===== config.mk =====
export PLATFORM = sky130hd
export DESIGN_NAME = hcbp_queue
export DESIGN_NICKNAME = d
export VERILOG_FILES = /design/src/design/hcbp_pkg.sv /design/src/design/hcbp_queue.sv
export SDC_FILE = /design/constraint.sdc
export NUM_CORES = 1
export LEC_CHECK = 0
export ABC_CLOCK_PERIOD_IN_PS = 2500
export BUFFER_PORTS_ARGS = -buffer_cell sky130_fd_sc_hd__buf_2
export CORE_UTILIZATION = 51
export DETAILED_ROUTE_END_ITERATION = 10
export GPL_TIMING_DRIVEN = 0
export MAX_ROUTING_LAYER = met4
export PLACE_DENSITY = 0.78
export SYNTH_ARGS = -nofsm -noshare
export SYNTH_HDL_FRONTEND = slang
export SYNTH_SLANG_ARGS = --single-unit
export TNS_END_PERCENT = 100

===== constraint.sdc =====
create_clock -name clk -period 2.5 [get_ports clk]
set_clock_uncertainty 0.05 [all_clocks]
set_input_delay 0.5 -clock clk [delete_from_list [all_inputs] [get_ports clk]]
set_output_delay 0.5 -clock clk [all_outputs]
set_load 0.005 [all_outputs]

===== src/design/hcbp_pkg.sv =====
// Shared types and constants of the Huffman code bit packer.
package hcbp_pkg;

  localparam int unsigned BYTE_BITS = 8;
  localparam int unsigned CODE_BITS = 32;
  localparam int unsigned LEN_BITS = 6;
  localparam int unsigned PEND_BITS = 7;
  localparam int unsigned CNT_BITS = 3;
  localparam int unsigned ACC_BITS = 40;

  typedef enum logic [1:0] {
    OP_LOAD   = 2'd0,
    OP_ENCODE = 2'd1,
    OP_FLUSH  = 2'd2
  } op_t;

  // Command handed from the lookup front to the packing back end.
  typedef struct packed {
    logic                 is_flush;
    logic [CODE_BITS-1:0] code;
    logic [LEN_BITS-1:0]  len;
  } cmd_t;

  typedef enum logic {
    BK_IDLE,
    BK_EMIT
  } bk_state_t;

endpackage


===== src/design/hcbp_queue.sv =====
// Two-entry command queue between the front end and the packing back end.
module hcbp_queue (
  input  logic              clk,
  input  logic              rst_n,
  input  logic              push_valid,
  output logic              push_ready,
  input  hcbp_pkg::cmd_t    push_cmd,
  output logic              pop_valid,
  input  logic              pop_ready,
  output hcbp_pkg::cmd_t    pop_cmd
);

  hcbp_pkg::cmd_t entry_r [2];
  logic           wr_ptr_r;
  logic           rd_ptr_r;
  logic [1:0]     count_r;
  logic           do_push;
  logic           do_pop;

  assign push_ready = (count_r != 2'd2);
  assign pop_valid  = (count_r != 2'd0);
  assign pop_cmd    = entry_r[rd_ptr_r];
  assign do_push    = push_valid && push_ready;
  assign do_pop     = pop_valid && pop_ready;

  always_ff @(posedge clk) begin
    if (do_push) begin
      entry_r[wr_ptr_r] <= push_cmd;
    end
  end

  always_ff @(posedge clk) begin
    if (!rst_n) begin
      wr_ptr_r <= 1'b0;
      rd_ptr_r <= 1'b0;
      count_r  <= 2'd0;
    end else begin
      if (do_push) begin
        wr_ptr_r <= !wr_ptr_r;
      end
      if (do_pop) begin
        rd_ptr_r <= !rd_ptr_r;
      end
      count_r <= count_r + 2'(do_push) - 2'(do_pop);
    end
  end

endmodule


==> results of run 1 <==
==> power by group through the flow <==
stage | clock [mW] | combinational [mW] | sequential [mW]
finish | 0.998 | 0.631 | 1.74
global placement | 0 | 0.631 | 1.76
floorplan | 0 | 0.380 | 1.75
CTS | 1.02 | 0.647 | 1.74
detailed placement | 0 | 0.644 | 1.77
global route | 1.06 | 0.693 | 1.75
==> metal layers <==
layer | routed length (um) | GRT usage
met5 | 0 | -
met4 | 102 | 0.0929
met3 | 251 | 0.0366
met2 | 2550 | 0.283
met1 | 2150 | 0.194
==> registers in the layout, indices dropped and copies added, names as in the netlist, named ones only <==
name,flops
count_r,2
entry_r,78
rd_ptr_r,1
wr_ptr_r,1
==> layout by cell type, fill, tap and decap left out, drive strengths merged, types with 2 or more instances in the layout <==
master	n
and3	2
mux2	39
clkbuf	13
nor2	4
inv	2
o21ai	2
buf	87
edfxtp	78
dfxtp	5
bufinv	2
==> cells in the mapped netlist, drive strengths merged (2+ instances only) <==
master / n / area, sq um
and3: 2 / 18.8
buf: 4 / 28.8
dfxtp: 5 / 100
edfxtp: 78 / 2340
inv: 2 / 7.51
mux2: 39 / 439
nor2: 4 / 15.0
o21ai: 2 / 10.0
==> worst reg2reg max path, cell delays in order, from the launching register on <==
cell      delay [ns]
dfxtp_1         0.43
nand2b_1        0.20
and3_2          0.81
==> logic make-up (layout without fill, tap and decap cells) <==
kind of cell,Yosys count,in the layout,share of synthesized area
compound gates,6,6,0.0142
xor+xnor,1,1,0.00284
fa+ha+maj,1,1,0.00405
buf+inv,6,105,0.0118
flops,83,83,0.791
mux,39,39,0.142
simple gates,15,15,0.0337
==> area by class of cell <==
type | count | area (sq um) | share of cell area
inverters | 2 | 7.51 | 0.00198
repair buffers | 83 | 415 | 0.109
plain buffers | 4 | 28.8 | 0.00758
clock buffers | 13 | 139 | 0.0366
well taps | 72 | 90.1 | 0.0237
clock inverters | 3 | 67.6 | 0.0178
multi-input cells | 62 | 608 | 0.160
flip-flops and latches | 83 | 2440 | 0.643
==> how the worst max path moves through the flow <==
| stage | from | to | slack, ns | depth (start not counted) |
|---|---|---|---|---|
| final | register | pop_cmd[36] | 0.44 | 4 |
| after global routing | register | pop_cmd[36] | 0.33 | 4 |
| after CTS | register | pop_cmd[36] | 0.40 | 4 |
| after detailed placement | push_valid | entry_r[1][1] | 0.54 | 2 |
| after global placement | push_valid | entry_r[0][0] | 0.09 | 3 |
| after floorplan | count_r[0] | entry_r[0][0] | 0.60 | 3 |
==> qor.yml, run 1 <==
floorplan:
  die_h_um: 79.8
  ios: 84
  die_area_sq_um: 6370
  core_sq_um: 5680
  rows: 27
  dieWidth_um: 79.8
  initial_core_util: 0.544
clock_tree:
  clockBufferDepth: 2
  clk_latency_ns: 0.33
  clockRootBuffer: "clkbuf_8"
  cts_tree: "done"
  hold_buffers: 0
  cts_buffers: 9
  cts_max_level: 3
  clk_transition_reported_paths_ns: 0.08
  cts_setup_buffers: 0
  cts_resized: 0
  cts_sinks: 83
placement:
  dpl.hpwl_um: 3410
  place_inst: 306
  portBuffers: 83
  gp_congestion: 0.689
  preCtsSetupSlack_ns: 0.537
  place_area_sq_um: 3590
critical_path:
  crit_buf_inv: 3
  r2r-start: "count_r[0]"
  criticalPathCategory: "reg2out"
  endpoint_kind: "output pin"
  path_cells: "buf_4 > buf_6 > mux2_1 > buf_2"
  rrSetupSlack_ns: 0.60
  r2r-end: "entry_r[1][26]"
  crit_path_max_incr_delay_ns: 0.35
  worst_path_max_delay_cell: "dfxtp_1"
  cp_top_family: "buffers and inverters"
  cp_max_fo: 10
  cp_data_arrival_time_ns: 1.51
  required_ns: 1.95
  cp-start-kind: "register"
  ff2ff_path_depth: 2
logic_synthesis:
  synthesis.nets: 195
  synthArstFlopShare: 0
  post_synth_num_cell_types: 28
  syn_area_per_cell_sq_um: 20.4
  syn_inst: 151
  seq_area_frac_synth: 0.791
  synth-seq-cells: 83
  synth_edf_count: 78
  synth_area_sq_um: 3090
  synthFlopType: "edfxtp_1"
  yosys_warnings: 0
power:
  sequentialPowerShare: 0.516
  max-vdd-ir-drop_mv: 0.534
  totalPowerFinal_mw: 3.36
  swShare: 0.234
  power_frac_comb: 0.188
  power_frac_clock: 0.297
  p_leak_nw: 1.44
  power.switching_uw: 786
  power.density_nw_per_um2: 886
  p_int_mw: 2.58
worst_hold_path:
  holdPathEnd: "entry_r[0][4]"
  hold_class: "in2reg"
  worstHoldPathCells: 1
  min_from: "push_cmd[4]"
routing:
  antenna_left: 0
  viasPerCell: 5.05
  vias: 1626
  wl_per_cell_um: 15.7
  firstDrtPassIters: 3
  drt-total-wl_um: 5060
  drt-initial-drc-count: 53
  drc: 0
grt:
  grt_pass1_wl_um: 7590
  grt_usage: 0.171
  overflow: 0
  grt_max_degree: 40
  grt_pass1_vias: 1652
  antenna_found_initial: 0
cells_and_area:
  fin_util: 0.669
  n_antenna_cell: 0
  fill_cells: 428
  final_cells: 322
  drive_above_1_share: 0.476
  final_area_sq_um: 3800
  area_growth_pct: 23.1
  fin_nets: 289
timing:
  rsz0062_at_grt: "false"
  min_period_ns: 2.06
  tightestPinTransition_ns: 0.924
  tns_ns: 0
  fin_hold_ws_ns: 0.297
  setup_ws_ns: 0.440
  fmax_mhz: 485
  final_hold_viol_count: 0
  final_max_slew_viol_count: 0
  setup_violations: 0
  slew_headroom: 0.384
  period_share: 0.824
run_status:
  status: "finished clean"
run:
  drv_cap: 0
(Power assumes the default switching activity.)
==> run 2: changes to the inputs <==
Settings changed: ABC_CLOCK_PERIOD_IN_PS 2500 to 1890, CORE_UTILIZATION 51 to 46, PLACE_DENSITY 0.78 to 0.74.
Clock period 2.5 ns to 1.89 ns, I/O delays scaled along.
==> run 2 against run 1 <==
Compared with the run above:
- the flow now finishes with violations (DRC)
- total power grew 35%
- cell area grew 2.0%
- non-clock buffer count grew 3
- sequential share of layout area shrank 1.3 points
- sequential power grew 32%
- global-route usage shrank 0.72 points
- first-iteration DRC count grew 94%
- die area grew 11%
- largest power group unchanged
==> qor.yml, run 2 (synthesis gave the netlist of run 1 again) <==
placement:
  dpl.hpwl_um: 3190  # -6.6%
  gp_congestion: 0.733  # +6.4%
  place_inst: 311  # +1.6%
  portBuffers: 83  # unchanged
power:
  power.density_nw_per_um2: 1170  # +32%
  max-vdd-ir-drop_mv: 0.677  # +27%
  swShare: 0.240  # +0.00648
  power_frac_clock: 0.293  # -0.004
  p_int_mw: 3.45  # +34%
  power.switching_mw: 1.09  # +39%
  sequentialPowerShare: 0.505  # -0.011
  power_frac_comb: 0.202  # +0.014
  p_leak_nw: 1.47  # +1.6%
cells_and_area:
  top_register: "entry_r"
  n_antenna_cell: 0  # unchanged
  final_cells: 331  # +2.8%
  area_growth_pct: 25.6
  layout_top_registers: "entry_r: 78 flops, count_r: 2 flops"
  largest_reg_flops: 78  # unchanged
  final_common_cell: "buf_2"
  layout_common_cells: "83 x buf_2, 78 x edfxtp_1, 25 x mux2_1"
  fin_nets: 294  # +1.7%
  drive_above_1_share: 0.500  # +0.0240
critical_path:
  crit_path_max_incr_delay_ns: 0.35  # about the same
  ff2ff_path_depth: 3  # +1
  criticalPathCategory: "reg2out"
  required_ns: 1.46  # -0.49 ns
  cp_max_fo: 10  # unchanged
  r2r-start: "count_r[1]"
  cp_data_arrival_time_ns: 1.40  # -0.11 ns
  path_cells: "buf_6 > buf_8 > mux2_1 > buf_2"
  cp-start-kind: "register"
  r2r-end: "entry_r[0][2]"
  worst_path_max_delay_cell: "dfxtp_2"
  rrSetupSlack_ns: 0.16  # -0.44 ns
  endpoint_kind: "output pin"
worst_hold_path:
  hold_class: "in2reg"
  worstHoldPathCells: 1  # unchanged
  min_from: "push_cmd[13]"
  holdPathEnd: "entry_r[1][13]"
run_status:
  violations: "DRC"
  status: "complete, but fails checks"
timing:
  rsz0062_at_grt: "true"
  min_period_ns: 1.83
  final_max_slew_viol_count: 0  # unchanged
  tns_ns: 0  # unchanged
  final_hold_viol_count: 0  # unchanged
  tightestPinTransition_ns: 0.556  # -0.368 ns
  period_share: 0.967
  setup_violations: 0  # unchanged
  slew_headroom: 0.629  # +0.245
  fmax_mhz: 547
routing:
  antenna_left: 0  # unchanged
  drc: 14  # +14
  vias: 1665  # +2.4%
  firstDrtPassIters: 7  # +4
  wl_per_cell_um: 15.9  # +1.2%
  drt-initial-drc-count: 103  # +94%
  drt-total-wl_um: 5260  # +4.0%
  viasPerCell: 5.03  # -0.39%
clock_tree:
  clk_transition_reported_paths_ns: 0.08  # about the same
  cts_buffers: 9  # unchanged
  hold_buffers: 0  # unchanged
  cts_tree: "done"
  clockBufferDepth: 2  # unchanged
  cts_max_level: 3  # unchanged
  clk_latency_ns: 0.33  # about the same
  clockRootBuffer: "clkbuf_8"
  cts_sinks: 83  # unchanged
floorplan:
  ios: 84  # unchanged
  dieWidth_um: 83.9  # +5.2%
  initial_core_util: 0.481  # -0.0633
  rows: 29  # +7.4%
  die_h_um: 83.9  # +5.2%
  die_area_sq_um: 7040  # +11%
  core_sq_um: 6420  # +13%
grt:
  grt_pass1_vias: 1702  # +3.0%
  antenna_found_initial: 0  # unchanged
  grt_usage: 0.164  # -0.00717
  overflow: 0  # unchanged
  grt_pass1_wl_um: 8150  # +7.4%
  grt_max_degree: 40  # unchanged
run:
  drv_cap: 0  # unchanged
run 2: timing repair:
| item | in CTS | in global routing |
|---|---|---|
| cloned | 1 | 1 |
| endpoints found under the setup margin | 105 | 47 |
| resized for setup | 6 | 2 |
| buffers inserted | 1 | 2 |
run 2: per-stage QoR:
stage,util,area (sq um),power (mW),hold slack (ns),setup slack [ns]
2_1_floorplan,-,3090,2.82,0.422,0.194
3_3_place_gp,0.561,3600,3.17,0.436,-0.185
3_5_place_dp,0.561,3600,3.19,0.453,-0.209
4_1_cts,0.599,3850,4.56,0.153,0.00984
5_1_grt,0.604,3880,4.76,0.138,-0.00898
6_report,0.604,3880,4.54,0.172,0.0632
run 2: final cells by class:
cell class,instances,area (sq um)
buffer,4,41.3
clock buffer,10,128
clock inverter,5,78.8
fill,497,2550
inverter,2,11.3
multi-input combinational,62,612
sequential,83,2440
tap,77,96.3
timing repair buffer,86,450
timing repair inverter,2,15.0
run 2: worst max-delay path by stage:
stage,slack [ns],to,start
floorplan,0.19,entry_r[0][0],count_r[0]
global placement,-0.18,entry_r[0][7],count_r[1]
detailed placement,-0.21,entry_r[0][30],count_r[1]
CTS,0.01,pop_cmd[35],register
global route,-0.009,pop_cmd[35],register
finish,0.06,pop_cmd[31],register
run 2: critical path: cells and delay by family (launching register included):
family	cells	cell delay, ns
buffers and inverters	3	0.37
DFF	1	0.35
muxes	1	0.34
run 2: power by group through the flow:
stage                     combinational [mW]  clock, mW  sequential (mW)
after floorplan                        0.506          0             2.31
after global placement                 0.846          0             2.33
after detailed placement               0.856          0             2.34
after CTS                              0.912       1.35             2.30
after global routing                    1.00       1.45             2.31
final                                  0.915       1.33             2.29
run 2: per-layer routing:
layer / up-vias / wire [um] / GRT usage
li1: 789 / - / -
met1: 808 / 2310 / 0.181
met2: 62 / 2630 / 0.269
met3: 6 / 255 / 0.0524
met4: 0 / 64 / 0.0768
met5: - / 0 / -
==> run 3: changes to the inputs <==
Settings changed: BUFFER_PORTS_ARGS -buffer_cell sky130_fd_sc_hd__buf_2 to -buffer_cell sky130_fd_sc_hd__clkbuf_2, CORE_UTILIZATION 46 to 40, PLACE_DENSITY 0.74 to 0.66.
==> run 3 against run 2 <==
Compared with the run above:
- the flow now finishes without violations
- first-iteration DRC count shrank 53%
- highest routed layer unchanged
- sequential cell count stayed put
- critical path depth stayed put
- cell area increased by 0.55%
- sequential share of layout area fell by 0.28 points
- core utilization decreased by 7.5 points
- cell count grew 6.6%
- worst setup slack gained 0.0022 ns
- global-route usage is 1.9 points lower
==> qor.yml, run 3 (synthesis gave the netlist of run 1 again) <==
run_status:
  status: "finished clean"
floorplan:
  ios: 84  # unchanged
  die_area_sq_um: 8070  # +15%
  dieWidth_um: 89.8  # +7.1%
  core_sq_um: 7370  # +15%
  initial_core_util: 0.419  # -0.0618
  die_h_um: 89.8  # +7.1%
  rows: 31  # +6.9%
clock_tree:
  clockRootBuffer: "clkbuf_8"
  clockBufferDepth: 2  # unchanged
  cts_sinks: 83  # unchanged
  cts_buffers: 9  # unchanged
  clk_latency_ns: 0.34  # about the same
  clk_transition_reported_paths_ns: 0.08  # about the same
  cts_tree: "done"
  cts_max_level: 3  # unchanged
grt:
  overflow: 0  # unchanged
  grt_max_degree: 40  # unchanged
  antenna_found_initial: 0  # unchanged
  grt_usage: 0.144  # -0.0191
  grt_pass1_vias: 1714  # +0.71%
  grt_pass1_wl_um: 8410  # +3.2%
cells_and_area:
  seq_area_sq_um: 2450  # +0.10%
  multiInputGateArea_sq_um: 627  # +2.5%
  final_common_cell: "clkbuf_2"
  top_register: "entry_r"
  area_growth_pct: 26.3
  layout_common_cells: "83 x clkbuf_2, 78 x edfxtp_1, 23 x mux2_1"
  final_cells: 353  # +6.6%
  fin_nets: 293  # -0.34%
  fill_cells: 625  # +26%
  layout_top_registers: "entry_r: 78 flops, count_r: 2 flops"
  drive_above_1_share: 0.508  # +0.00787
  largest_reg_flops: 78  # unchanged
  n_antenna_cell: 0  # unchanged
timing:
  rsz0062_at_grt: "true"
  fmax_mhz: 548  # +0.12%
  tightestPinTransition_ns: 0.558  # +0.00160 ns
  min_period_ns: 1.82  # -0.00220 ns
  setup_violations: 0  # unchanged
  final_max_slew_viol_count: 0  # unchanged
  slew_headroom: 0.628  # -0.00107
  final_hold_viol_count: 0  # unchanged
  fin_hold_ws_ns: 0.166  # -0.00614 ns
  period_share: 0.965  # -0.00116
routing:
  viasPerCell: 4.61  # -8.3%
  vias: 1628  # -2.2%
  firstDrtPassIters: 4  # -3
  drt-initial-drc-count: 48  # -53%
  wl_per_cell_um: 14.7  # -7.5%
  drt-total-wl_um: 5190  # -1.4%
  antenna_left: 0  # unchanged
  drc: 0  # -14
worst_hold_path:
  worstHoldPathCells: 1  # unchanged
  hold_class: "in2reg"
  min_from: "push_cmd[36]"
  holdPathEnd: "entry_r[0][36]"
critical_path:
  r2r-start: "count_r[0]"
  rrSetupSlack_ns: 0.17  # about the same
  r2r-end: "entry_r[0][5]"
  criticalPathCategory: "reg2out"
  cp_max_fo: 5  # -5
  cp-start-kind: "register"
  required_ns: 1.46  # about the same
  cp_data_arrival_time_ns: 1.40  # about the same
  endpoint_kind: "output pin"
  ff2ff_path_depth: 3  # unchanged
placement:
  gp_congestion: 0.691  # -5.7%
  portBuffers: 83  # unchanged
  dpl.hpwl_um: 3200  # +0.32%
  place_inst: 333  # +7.1%
power:
  totalPowerFinal_mw: 4.45  # -1.9%
  max-vdd-ir-drop_mv: 0.470  # -31%
  sequentialPowerShare: 0.517  # +0.012
  power_frac_comb: 0.210  # +0.008
  p_int_mw: 3.35  # -2.9%
  power_frac_clock: 0.273  # -0.020
  power.density_nw_per_um2: 1140  # -2.4%
  power.switching_mw: 1.10  # +1.2%
  swShare: 0.248  # +0.00751
  p_leak_nw: 1.48  # +0.94%
run:
  drv_cap: 0  # unchanged
==> run 3: cell count changes in the layout (fill, tap and decap cells not counted), sizes merged <==
cell | before | now
bufinv | 2 | 1
inv | 1 | 2
clkinv | 3 | 1
buf | 90 | 7
clkbuf | 10 | 95
==> run 3: metrics by stage <==
| step | TNS [ns] | instance area [sq um] | worst slack, ns | util |
|---|---|---|---|---|
| 3_5_place_dp | -11.35 | 3630 | -0.229 | 0.493 |
| 4_1_cts | 0 | 3850 | 0.0199 | 0.523 |
| 6_report | 0 | 3900 | 0.0654 | 0.529 |
| 5_1_grt | -0.0137 | 3900 | -0.00643 | 0.529 |
| 2_1_floorplan | 0 | 3090 | 0.194 | - |
| 3_3_place_gp | -9.56 | 3630 | -0.209 | 0.493 |
==> run 3: final cells by class <==
| class | count | area share |
|---|---|---|
| Buffer | 4 | 0.0119 |
| Clock buffer | 12 | 0.0347 |
| Clock inverter | 4 | 0.0128 |
| Inverter | 2 | 0.00289 |
| Multi-Input combinational cell | 62 | 0.161 |
| Sequential cell | 83 | 0.628 |
| Tap cell | 99 | 0.0318 |
| Timing Repair Buffer | 86 | 0.116 |
| Timing Repair inverter | 1 | 0.00193 |
==> run 3: worst max path at each step <==
| stage | end |
|---|---|
| final | pop_cmd[2] |
| after CTS | entry_r[0][33] |
| after global routing | pop_cmd[2] |
| after detailed placement | entry_r[0][38] |
| after floorplan | entry_r[0][0] |
| after global placement | entry_r[0][1] |
==> run 3: metal layers <==
metal | routed length, um | GRT usage
met5 | 0 | -
met4 | 97 | 0.0697
met3 | 256 | 0.0440
met2 | 2540 | 0.226
met1 | 2300 | 0.170
==> run 3: what timing repair did <==
action / 4_1_cts / 5_1_grt
resized for setup: 6 / 7
setup buffers: 2 / 1
cloned: 1 / 0
pin swaps: 0 / 0
hold buffers: 0 / 0
endpoints found under the setup margin: 108 / 49
==> run 3: power groups by stage <==
stage / clock, mW / combinational (mW) / sequential, mW
after floorplan: 0 / 0.506 / 2.31
after global placement: 0 / 0.856 / 2.33
after detailed placement: 0 / 0.865 / 2.34
after CTS: 1.24 / 0.911 / 2.30
after global routing: 1.32 / 1.03 / 2.32
final: 1.22 / 0.934 / 2.30
==> run 3: critical path, stage by stage (launching register included) <==
cell and delay [ns]:
dfxtp_2 0.36, buf_6 0.12, buf_4 0.14, mux2_1 0.33, clkbuf_2 0.12
