==> config.mk <==
export PLATFORM = sky130hd
export DESIGN_NAME = hcbp_back_flat
export DESIGN_NICKNAME = d
export VERILOG_FILES = /design/src/design/hcbp_pkg.sv /design/src/design/hcbp_ifs.sv /design/src/design/hcbp_back.sv /design/src/flat_wrapper.sv
export SDC_FILE = /design/constraint.sdc
export NUM_CORES = 1
export LEC_CHECK = 0
export ABC_AREA = 1
export BUFFER_PORTS_ARGS = -buffer_cell sky130_fd_sc_hd__buf_2
export CAP_MARGIN = 20
export CELL_PAD_IN_SITES_DETAIL_PLACEMENT = 1
export CELL_PAD_IN_SITES_GLOBAL_PLACEMENT = 2
export CORE_UTILIZATION = 36
export DETAILED_ROUTE_END_ITERATION = 16
export GPL_ROUTABILITY_DRIVEN = 0
export GPL_TIMING_DRIVEN = 0
export PLACE_DENSITY_LB_ADDON = 0.05
export REMOVE_ABC_BUFFERS = 1
export SLEW_MARGIN = 20
export SYNTH_ARGS = -nofsm -noshare
export SYNTH_HDL_FRONTEND = slang
export SYNTH_SLANG_ARGS = --single-unit
export TNS_END_PERCENT = 100
==> constraint.sdc <==
create_clock -name clk -period 7 [get_ports clk]
set_clock_uncertainty 0.15 [all_clocks]
set_input_delay 0.35 -clock clk [delete_from_list [all_inputs] [get_ports clk]]
set_output_delay 0.35 -clock clk [all_outputs]
set_load 0.01 [all_outputs]
==> src/design/hcbp_pkg.sv <==
// Shared types and constants of the Huffman code bit packer.
package hcbp_pkg;

  localparam int unsigned BYTE_BITS = 8;
  localparam int unsigned CODE_BITS = 32;
  localparam int unsigned LEN_BITS = 6;
  localparam int unsigned PEND_BITS = 7;
  localparam int unsigned CNT_BITS = 3;
  localparam int unsigned ACC_BITS = 40;

  typedef enum logic [1:0] {
    OP_LOAD   = 2'd0,
    OP_ENCODE = 2'd1,
    OP_FLUSH  = 2'd2
  } op_t;

  // Command handed from the lookup front to the packing back end.
  typedef struct packed {
    logic                 is_flush;
    logic [CODE_BITS-1:0] code;
    logic [LEN_BITS-1:0]  len;
  } cmd_t;

  typedef enum logic {
    BK_IDLE,
    BK_EMIT
  } bk_state_t;

endpackage

==> src/design/hcbp_ifs.sv <==


interface hcbp_out_if;
  logic       valid;
  logic       ready;
  logic [7:0] out_byte;
  logic [2:0] pad_bits;
  logic       last;

  modport source (output valid, output out_byte, output pad_bits, output last,
                  input ready);
  modport sink (input valid, input out_byte, input pad_bits, input last,
                output ready);
endinterface

==> src/design/hcbp_back.sv <==
// Back end: appends codes to the bit accumulator and emits packed bytes.
module hcbp_back (
  input  logic              clk,
  input  logic              rst_n,
  input  logic              pop_valid,
  output logic              pop_ready,
  input  hcbp_pkg::cmd_t    pop_cmd,
  hcbp_out_if.source        out_ch
);

  localparam int ACC_W = hcbp_pkg::ACC_BITS;

  hcbp_pkg::bk_state_t state_r, state_nxt;

  // Pending bits are kept left aligned; unused low bits stay zero.
  logic [6:0]       pend_r, pend_nxt;
  logic [2:0]       cnt_r, cnt_nxt;
  logic [ACC_W-1:0] word_r, word_nxt;
  logic [2:0]       rem_r, rem_nxt;
  logic [2:0]       tail_r, tail_nxt;
  logic             out_valid_r, out_valid_nxt;
  logic [7:0]       out_byte_r, out_byte_nxt;
  logic [2:0]       pad_r, pad_nxt;
  logic             last_r, last_nxt;

  logic             out_take;
  logic [31:0]      code_al;
  logic [ACC_W-1:0] word_new;
  logic [5:0]       total;

  assign out_take = !out_valid_r || out_ch.ready;
  assign code_al  = pop_cmd.code << (6'd32 - pop_cmd.len);
  assign word_new = {pend_r, 33'd0} | ({code_al, 8'd0} >> cnt_r);
  assign total    = 6'(cnt_r) + pop_cmd.len;

  assign out_ch.valid    = out_valid_r;
  assign out_ch.out_byte = out_byte_r;
  assign out_ch.pad_bits = pad_r;
  assign out_ch.last     = last_r;

  always_comb begin
    state_nxt     = state_r;
    pend_nxt      = pend_r;
    cnt_nxt       = cnt_r;
    word_nxt      = word_r;
    rem_nxt       = rem_r;
    tail_nxt      = tail_r;
    out_valid_nxt = out_valid_r && !out_ch.ready;
    out_byte_nxt  = out_byte_r;
    pad_nxt       = pad_r;
    last_nxt      = last_r;
    pop_ready     = 1'b0;
    unique case (state_r)
      hcbp_pkg::BK_IDLE: begin
        if (pop_valid) begin
          if (pop_cmd.is_flush) begin
            if (cnt_r == 3'd0) begin
              pop_ready = 1'b1;
            end else if (out_take) begin
              pop_ready     = 1'b1;
              out_valid_nxt = 1'b1;
              out_byte_nxt  = {pend_r, 1'b0};
              pad_nxt       = 3'(4'd8 - {1'b0, cnt_r});
              last_nxt      = 1'b1;
              pend_nxt      = '0;
              cnt_nxt       = '0;
            end
          end else begin
            pop_ready = 1'b1;
            if (total[5:3] == 3'd0) begin
              pend_nxt = word_new[ACC_W-1 -: 7];
              cnt_nxt  = total[2:0];
            end else begin
              word_nxt  = word_new;
              rem_nxt   = total[5:3];
              tail_nxt  = total[2:0];
              state_nxt = hcbp_pkg::BK_EMIT;
            end
          end
        end
      end
      hcbp_pkg::BK_EMIT: begin
        if (out_take) begin
          out_valid_nxt = 1'b1;
          out_byte_nxt  = word_r[ACC_W-1 -: 8];
          pad_nxt       = '0;
          last_nxt      = (rem_r == 3'd1);
          word_nxt      = word_r << 8;
          rem_nxt       = rem_r - 3'd1;
          if (rem_r == 3'd1) begin
            pend_nxt  = word_r[ACC_W-9 -: 7];
            cnt_nxt   = tail_r;
            state_nxt = hcbp_pkg::BK_IDLE;
          end
        end
      end
      default: begin
        state_nxt = hcbp_pkg::BK_IDLE;
      end
    endcase
  end

  always_ff @(posedge clk) begin
    if (!rst_n) begin
      state_r     <= hcbp_pkg::BK_IDLE;
      pend_r      <= '0;
      cnt_r       <= '0;
      out_valid_r <= 1'b0;
    end else begin
      state_r     <= state_nxt;
      pend_r      <= pend_nxt;
      cnt_r       <= cnt_nxt;
      out_valid_r <= out_valid_nxt;
    end
  end

  always_ff @(posedge clk) begin
    word_r     <= word_nxt;
    rem_r      <= rem_nxt;
    tail_r     <= tail_nxt;
    out_byte_r <= out_byte_nxt;
    pad_r      <= pad_nxt;
    last_r     <= last_nxt;
  end

endmodule

==> src/flat_wrapper.sv <==
// flat-port wrapper written by rule: the top's interface ports become plain ports
module hcbp_back_flat 
  (clk, rst_n, pop_valid, pop_ready, pop_cmd, out_ch_valid, out_ch_out_byte, out_ch_pad_bits, out_ch_last, out_ch_ready);
  hcbp_out_if out_ch_i ();
  input  logic clk;
  input  logic rst_n;
  input  logic pop_valid;
  output logic pop_ready;
  input  hcbp_pkg::cmd_t pop_cmd;
  output wire logic [$bits(out_ch_i.valid)-1:0] out_ch_valid;
  output wire logic [$bits(out_ch_i.out_byte)-1:0] out_ch_out_byte;
  output wire logic [$bits(out_ch_i.pad_bits)-1:0] out_ch_pad_bits;
  output wire logic [$bits(out_ch_i.last)-1:0] out_ch_last;
  input wire logic [$bits(out_ch_i.ready)-1:0] out_ch_ready;
  assign out_ch_valid = out_ch_i.valid;
  assign out_ch_out_byte = out_ch_i.out_byte;
  assign out_ch_pad_bits = out_ch_i.pad_bits;
  assign out_ch_last = out_ch_i.last;
  assign out_ch_i.ready = out_ch_ready;
  hcbp_back u_core (.clk(clk), .rst_n(rst_n), .pop_valid(pop_valid), .pop_ready(pop_ready), .pop_cmd(pop_cmd), .out_ch(out_ch_i));
endmodule
==> results of run 1 <==
[final timing paths]
kind	to	slack, ns
worst max-delay path	u_core.cnt_r[0]$_SDFFE_PN0P_	2.90
worst min-delay path	u_core.out_ch.valid$_SDFF_PN0_	0.20
worst max register to register	u_core.cnt_r[0]$_SDFFE_PN0P_	2.90
worst min register to register	u_core.out_ch.out_byte[0]$_SDFFCE_PN0P_	0.35
[critical path, delay by kind of cell (launching register included)]
family	cells	cell delay (ns)
AOI/OAI and AO/OA	3	0.66
adders and majority gates	2	0.73
buffers and inverters	3	1.35
DFF	1	0.82
and+or+nand+nor	2	0.28
[placed cells by master (no fill, tap or decap), types with 3 or more instances in the layout]
| cell type | Yosys | routed |
|---|---|---|
| sky130_fd_sc_hd__buf_2 | 13 | 56 |
| sky130_fd_sc_hd__xor2_1 | 4 | 4 |
| sky130_fd_sc_hd__buf_8 | 0 | 3 |
| sky130_fd_sc_hd__dfxtp_1 | 12 | 9 |
| sky130_fd_sc_hd__o21ai_1 | 11 | 11 |
| sky130_fd_sc_hd__nand3_2 | 8 | 8 |
| sky130_fd_sc_hd__edfxtp_1 | 57 | 57 |
| sky130_fd_sc_hd__nand4_1 | 8 | 8 |
| sky130_fd_sc_hd__nor2_1 | 35 | 33 |
| sky130_fd_sc_hd__a31oi_1 | 4 | 4 |
| sky130_fd_sc_hd__o211ai_1 | 6 | 6 |
| sky130_fd_sc_hd__inv_1 | 26 | 26 |
| sky130_fd_sc_hd__dfxtp_2 | 0 | 3 |
| sky130_fd_sc_hd__inv_2 | 7 | 7 |
| sky130_fd_sc_hd__a21oi_1 | 18 | 18 |
| sky130_fd_sc_hd__clkinv_1 | 3 | 3 |
| sky130_fd_sc_hd__o22ai_1 | 5 | 4 |
| sky130_fd_sc_hd__o21ai_0 | 28 | 28 |
| sky130_fd_sc_hd__nand3_1 | 293 | 293 |
| sky130_fd_sc_hd__clkbuf_16 | 0 | 9 |
| sky130_fd_sc_hd__nand2_2 | 4 | 5 |
| sky130_fd_sc_hd__nor2_2 | 2 | 4 |
| sky130_fd_sc_hd__nand2_1 | 239 | 238 |
| sky130_fd_sc_hd__ha_1 | 8 | 7 |
[through the flow]
stage | instances | total power, mW
5_1_grt | 1095 | 1.72
3_5_place_dp | 1079 | 1.14
2_1_floorplan | 801 | 0.940
4_1_cts | 1095 | 1.63
6_report | 1095 | 1.62
3_3_place_gp | 1073 | 1.11
[power groups by stage]
stage                     Clock, mW  Sequential, mW  Combinational [mW]
final                         0.487           0.581               0.551
after global routing          0.509           0.589               0.626
after CTS                     0.498           0.581               0.555
after detailed placement          0           0.589               0.552
after global placement            0           0.593               0.512
after floorplan                   0           0.584               0.357
[kinds of logic (layout without fill, tap and decap cells)]
group,count (synthesis),after routing,share of synthesized area (%)
fa+ha+maj,9,9,2.06
flops,69,69,33.5
compound gates,83,83,8.21
xor+xnor,5,5,0.752
buf+inv,95,115,8.11
mux,2,2,0.344
simple gates,596,596,47.0
[metal layers]
layer / vias to the layer above / routed length (um)
li1: 3031 / -
met4: 0 / 280
met3: 18 / 506
met5: - / 0
met1: 2835 / 9180
met2: 100 / 8890
[flip-flops by register name (all words and copies together), names as in the netlist, 3 cells and up]
register,flops
u_core.cnt_r,3
u_core.out_ch.out_byte,8
u_core.out_ch.pad_bits,3
u_core.pend_r,7
u_core.rem_r,3
u_core.tail_r,3
u_core.word_r,39
[cell type report]
cell class / instances / area [um2] / share of cell area, %
inverters: 37 / 144 / 2.21
clock inverters: 6 / 86.3 / 1.33
multi-input cells: 695 / 3430 / 52.7
flip-flops and latches: 69 / 1960 / 30.1
clock buffers: 10 / 229 / 3.52
well taps: 216 / 270 / 4.16
repair buffers: 62 / 388 / 5.97
==> run summary, run 1 <==
OUTCOME
-----------------------------------------------------------------------------------------
Run status                                                                      completed

CLOCKING
-----------------------------------------------------------------------------------------
Clk pin slew, worst setup/hold paths                                              0.06 ns
Clock buffer depth                                                                      2
CTS Hold Buffers Added                                                                  0
Number of cells upsized or downsized after cts                                          0
Clk root buf                                                                 sky130_fd_sc_hd__clkbuf_16
Number of setup buffers added after CTS                                                 0
Number of sinks driven by the clock tree                                               69
Clock tree from TritonCTS                                                             yes
Number of buffers created by CTS                                                        9
Latest clock arrival within the worst-skew pair                                   0.34 ns
CTS H-Tree Depth                                                                        3

PWR
-----------------------------------------------------------------------------------------
Maximum vdd drop                                                                 0.151 mV
Proportion of total power due to net switching                                      36.7%
Part of the power in the clock network                                              30.1%
Total power divided by cell area                                               249 nW/um2
P_int                                                                             1.02 mW
Proportion of power drawn by flip-flops and latches                                 35.9%
Logic pwr share                                                                     34.0%
Static leakage power                                                              2.75 nW
NetSw                                                                            0.594 mW

YOSYS
-----------------------------------------------------------------------------------------
Netlist area before placement                                                    5820 um2
Post-synthesis register bit count                                                      69
Most numerous cell types in the synthesized netlist                          293 x sky130_fd_sc_hd__nand3_1, 239 x sky130_fd_sc_hd__nand2_1, 57 x sky130_fd_sc_hd__edfxtp_1, 35 x sky130_fd_sc_hd__nor2_1, 28 x sky130_fd_sc_hd__o21ai_0
Warnings, synthesis                                                                     0
Number of instances in the synthesized netlist                                        859
Share of Yosys cell area claimed by the top area cell type                          29.4%
Sequential cell area fraction in the yosys report                                   33.5%
Proportion of register bits with asynchronous set or reset after synthesis             0%
Top cell type by total area after synthesis                                  sky130_fd_sc_hd__edfxtp_1
Most instantiated flip-flop cell in the synthesis netlist                    sky130_fd_sc_hd__edfxtp_1
Most used standard cell by instance count after synthesis                    sky130_fd_sc_hd__nand3_1
Synth top area cells                                                         sky130_fd_sc_hd__edfxtp_1 29%, sky130_fd_sc_hd__nand3_1 25%, sky130_fd_sc_hd__nand2_1 15%
Post-synth EDFFs                                                                       57
Count of different cell masters after synthesis                                        44
Syn Area/Cell                                                                    6.77 um2

STA
-----------------------------------------------------------------------------------------
Hold Violations, Final                                                                  0
Post-route fraction of the period consumed by the critical path                     58.6%
Relative max-transition margin                                                      34.0%
Max Fclk                                                                          244 MHz
Setup repair after global routing missed its margin                                 false
Final Critical Period                                                             4.10 ns
Worst hold slack across all endpoints                                            0.198 ns
Setup TNS                                                                            0 ns
Worst-case setup margin in the final layout                                       2.90 ns
Transition at the pin with the smallest max-transition slack                     0.987 ns
Final max-slew violation count                                                          0
Final setup violating endpoints                                                         0

DIE
-----------------------------------------------------------------------------------------
Die X                                                                              129 um
Number of ports placed on the die boundary                                             57
Core area                                                                      15,800 um2
Number of cell rows                                                                    46
Initial Utilization                                                                 36.8%
Die area                                                                       16,700 um2
Vert. Die Dim                                                                      129 um

SETUP PATH
-----------------------------------------------------------------------------------------
Cell-by-cell listing of the critical path                                    clkinv_1 > ha_1 > ha_1 > inv_1 > nand2_1 > a221oi_1 > nand2_4 > inv_2 > o21ai_1 > a21oi_1
Crit path capture type                                                               flop
Beginning of the critical path                                               u_core.cnt_r[1]$_SDFFE_PN0P_
Type of element launching the critical path                                          flop
Start of the worst register-to-register path                                 u_core.cnt_r[1]$_SDFFE_PN0P_
Data required time of the critical path                                           7.10 ns
Arrival time of the worst setup path                                              4.20 ns
Maximum single-stage delay on the critical path                                   1.00 ns
Biggest fanout along the worst timing path                                             39
Path depth of the worst reg2reg path                                                   10
Worst path slowest cell                                                      sky130_fd_sc_hd__clkinv_1
Worst path most repeated cell                                                sky130_fd_sc_hd__ha_1
WS Path Type                                                                 flop to flop

GLOBAL ROUTE
-----------------------------------------------------------------------------------------
Global routing usage on met2                                                        39.5%
Global route total overflow                                                             0
Pin count of the biggest net entering global routing                                   40
M3 GR Usage                                                                         3.39%
Initial antenna violation count                                                         0
Via count of the first global-routing pass                                          5,944
Global-route wire length before repair                                          30,700 um
Global routing usage on met1                                                        31.7%
Most heavily used metal layer in global routing                                      met2
Global-route usage over all layers                                                  23.5%

HOLD PATH
-----------------------------------------------------------------------------------------
Worst Min Path Start                                                            pop_valid
Worst hold path type                                                         primary input to flop
Hold path depth                                                                         3

PLACE
-----------------------------------------------------------------------------------------
Count of buffers inserted at the top-level ports                                       56
Pre-CTS setup slack                                                               2.33 ns
Instance area after placement                                                    6180 um2
HPWL after detailed placement                                                   14,000 um

DETAILED ROUTING
-----------------------------------------------------------------------------------------
Pre-antenna DRT Iters                                                                   5
Number of vias after detailed routing                                               5,984
Vias per Instance                                                                    5.46
DRC marker count from the first detailed-route iteration                              307
Number of nets still failing antenna checks after routing                               0
Final Routed Wirelength                                                         18,900 um
Wire length per cell                                                              17.2 um
Remaining routing DRC violations                                                        0

RUN
-----------------------------------------------------------------------------------------
Max-cap violation count                                                                 0

CELLS AND AREA
-----------------------------------------------------------------------------------------
Diode count                                                                             0
Fillcell total                                                                      2,094
Layout Nets                                                                           926
Growth of design area from synthesis to finish                                      11.7%
Total non-filler cell area in the finished layout                                6500 um2
Ratio of cells with drive above 1 in the final layout                               13.0%
Share of the core filled with cells                                                 41.1%

(Power assumes the default switching activity.)
==> run 2: changes to the inputs <==
--- a/config.mk
+++ b/config.mk
@@ -10,7 +10,7 @@
 export CAP_MARGIN = 20
 export CELL_PAD_IN_SITES_DETAIL_PLACEMENT = 1
 export CELL_PAD_IN_SITES_GLOBAL_PLACEMENT = 2
-export CORE_UTILIZATION = 36
+export CORE_UTILIZATION = 30
 export DETAILED_ROUTE_END_ITERATION = 16
 export GPL_ROUTABILITY_DRIVEN = 0
 export GPL_TIMING_DRIVEN = 0
==> constraint.sdc (replaced) <==
create_clock -name clk -period 3.4 [get_ports clk]
set_clock_uncertainty 0.15 [all_clocks]
set_input_delay 0.17 -clock clk [delete_from_list [all_inputs] [get_ports clk]]
set_output_delay 0.17 -clock clk [all_outputs]
set_load 0.01 [all_outputs]
==> run summary, run 2 (synthesis gave the netlist of run 1 again) <==
STA
------------------------------------------------------------------------------
Transition at the pin with the smallest max-transition slack           1.03 ns   +0.0418 ns
Post-route fraction of the period consumed by the critical path          92.7%   +34 points
Worst-case setup margin in the final layout                           0.250 ns   -2.65 ns
Hold Violations, Final                                                       0   unchanged
Setup repair after global routing missed its margin                      false
Final max-slew violation count                                               0   unchanged
Final setup violating endpoints                                              0   unchanged
Final Critical Period                                                  3.15 ns   -0.951 ns
Relative max-transition margin                                           31.2%   -2.9 points
Max Fclk                                                               317 MHz   +30%

PLACE
------------------------------------------------------------------------------
Count of buffers inserted at the top-level ports                            56   unchanged
Instance area after placement                                         6220 um2   +0.63%
Pre-CTS setup slack                                                   -1.09 ns   -3.42 ns
HPWL after detailed placement                                        14,500 um   +3.5%
DP Cell Count                                                            1,122   +4.0%

SETUP PATH
------------------------------------------------------------------------------
Critical register-to-register path endpoint                       u_core.word_r[19]$_DFFE_PP_
Biggest fanout along the worst timing path                                  35   -10%
Cell-by-cell listing of the critical path                         ha_1 > fa_1 > a21oi_1 > nor2_1 > xor2_1 > nor3_1 > or2_4 > o22ai_4 > buf_16 > buf_16
Maximum single-stage delay on the critical path                        0.46 ns   -0.54 ns
Slack of the worst reg-to-reg path                                     0.25 ns   -2.65 ns
Start of the worst register-to-register path                      u_core.cnt_r[0]$_SDFFE_PN0P_
Data required time of the critical path                                3.29 ns   -3.81 ns
Number of buffers and inverters on the critical path                         2   -1
CP delay by family, top                                            adder cells
Arrival time of the worst setup path                                   3.04 ns   -1.16 ns
Crit path capture type                                                    flop
Worst path slowest cell                                           sky130_fd_sc_hd__dfxtp_4
Type of element launching the critical path                               flop
Worst path most repeated cell                                     sky130_fd_sc_hd__buf_16
Path depth of the worst reg2reg path                                        10   unchanged
WS Path Type                                                      flop to flop

DIE
------------------------------------------------------------------------------
Initial Utilization                                                      30.9%   -5.9 points
Number of ports placed on the die boundary                                  57   unchanged
Vert. Die Dim                                                           141 um   +9.4%
Die area                                                            20,000 um2   +20%
Die X                                                                   141 um   +9.4%
Number of cell rows                                                         50   +8.7%
Core area                                                           18,800 um2   +19%

GLOBAL ROUTE
------------------------------------------------------------------------------
Via count of the first global-routing pass                               6,177   +3.9%
Global-route wire length before repair                               32,300 um   +5.3%
Pin count of the biggest net entering global routing                        63   +57%
Global-route usage over all layers                                       20.4%   -3.1 points
Initial antenna violation count                                              0   unchanged
Global route total overflow                                                  0   unchanged

CLOCKING
------------------------------------------------------------------------------
Number of cells upsized or downsized after cts                               8   +8
CTS Hold Buffers Added                                                       0   unchanged
Number of buffers created by CTS                                             9   unchanged
Number of setup buffers added after CTS                                      0   unchanged
Clk root buf                                                      sky130_fd_sc_hd__clkbuf_16
Latest clock arrival within the worst-skew pair                        0.34 ns   about the same
Clock tree from TritonCTS                                                  yes
Clk pin slew, worst setup/hold paths                                   0.06 ns   about the same
Clock buffer depth                                                           2   unchanged
CTS H-Tree Depth                                                             3   unchanged
Number of sinks driven by the clock tree                                    69   unchanged

RUN
------------------------------------------------------------------------------
Max-cap violation count                                                      0   unchanged

CELLS AND AREA
------------------------------------------------------------------------------
Growth of design area from synthesis to finish                           13.3%
Commonest cells after routing, fill and taps aside                293 x sky130_fd_sc_hd__nand3_1, 237 x sky130_fd_sc_hd__nand2_1, 57 x sky130_fd_sc_hd__edfxtp_1
Total non-filler cell area in the finished layout                     6590 um2   +1.4%
Most common cell after layout, fill and taps aside                sky130_fd_sc_hd__nand3_1
Register with the most flip-flops                                 u_core.word_r
Fillcell total                                                           2,386   +14%
Final Instance Count excl. Fillers                                       1,138   +3.9%
Diode count                                                                  0   unchanged
Layout Nets                                                                925   -0.11%
Max FFs per register                                                        39   unchanged
Ratio of cells with drive above 1 in the final layout                    13.1%   +0.13 points

DETAILED ROUTING
------------------------------------------------------------------------------
DRC marker count from the first detailed-route iteration                   343   +12%
Remaining routing DRC violations                                             0   unchanged
Pre-antenna DRT Iters                                                        5   unchanged
Vias per Instance                                                         5.31   -2.9%
Wire length per cell                                                   17.3 um   +0.51%
Number of nets still failing antenna checks after routing                    0   unchanged
Number of vias after detailed routing                                    6,040   +0.94%
Final Routed Wirelength                                              19,700 um   +4.5%

OUTCOME
------------------------------------------------------------------------------
Run status                                                           completed

PWR
------------------------------------------------------------------------------
Static leakage power                                                   2.76 nW   +0.28%
Power, Total                                                           3.43 mW   +110%
Total power divided by cell area                                    520 nW/um2   +110%
Maximum vdd drop                                                      0.278 mV   +84%

HOLD PATH
------------------------------------------------------------------------------
Worst Min Path Start                                                 pop_valid
Hold path depth                                                              3   unchanged
Sink of the worst hold path                                       u_core.out_ch.valid$_SDFF_PN0_
Worst hold path type                                              primary input to flop

-- run 2: cell types whose count changed in the layout (fill, tap and decap cells not counted), sizes merged --
| cell | before | now |
|---|---|---|
| clkbuf | 10 | 11 |
| bufinv | 2 | 3 |
| buf | 62 | 60 |
| clkinv | 5 | 4 |
-- run 2: final cells by class --
type	instances	area, um2	share of cell area, %
Clock inverter	6	111	1.69
Tap cell	260	325	4.93
Inverter	37	154	2.33
Sequential cell	69	1960	29.8
Clock buffer	10	229	3.47
Timing Repair Buffer	61	372	5.64
Multi-Input combinational cell	695	3440	52.2
-- run 2: how the worst max path moves through the flow --
stage	from	end	slack (ns)	cells past startpoint
6_report	u_core.cnt_r[0]$_SDFFE_PN0P_	u_core.word_r[19]$_DFFE_PP_	0.25	10
5_1_grt	pop_cmd[0]	u_core.word_r[21]$_DFFE_PP_	0.08	13
4_1_cts	u_core.cnt_r[1]$_SDFFE_PN0P_	u_core.word_r[19]$_DFFE_PP_	0.03	11
3_5_place_dp	pop_cmd[0]	u_core.pend_r[4]$_SDFFE_PN0P_	-1.09	15
3_3_place_gp	u_core.state_r$_SDFF_PN0_	u_core.word_r[1]$_SDFFCE_PP0P_	-3.60	2
2_1_floorplan	u_core.cnt_r[0]$_SDFFE_PN0P_	u_core.rem_r[0]$_DFFE_PP_	-1.33	8
-- run 2: tightest hold or removal path: cells and delay by family --
family	cells	cell delay (ns)
compound gates	2	0.20
buf+inv	1	0.09
-- run 2: per-layer routing --
layer,wire length (um),share of wire [%],GRT usage [%],vias to the layer above
li1,-,-,-,3030
met1,9700,49,27.6,2899
met2,9230,47,34.6,92
met3,517,2.6,2.40,19
met4,259,1.3,4.86,0
met5,0,0,0,-
-- run 2: per-stage QoR --
step / hold slack, ns / TNS, ns / utilization [%]
2_1_floorplan: 0.138 / -65.19 / -
3_3_place_gp: 0.339 / -232.21 / 32.4
3_5_place_dp: 0.355 / -50.72 / 33.0
4_1_cts: 0.0127 / 0 / 35.0
5_1_grt: 0.0389 / 0 / 35.0
6_report: 0.0138 / 0 / 35.0
-- run 2: where the power goes --
part           switching (mW)  internal (mW)
Combinational           0.764          0.368
Sequential              0.102           1.10
Clock                   0.372          0.718
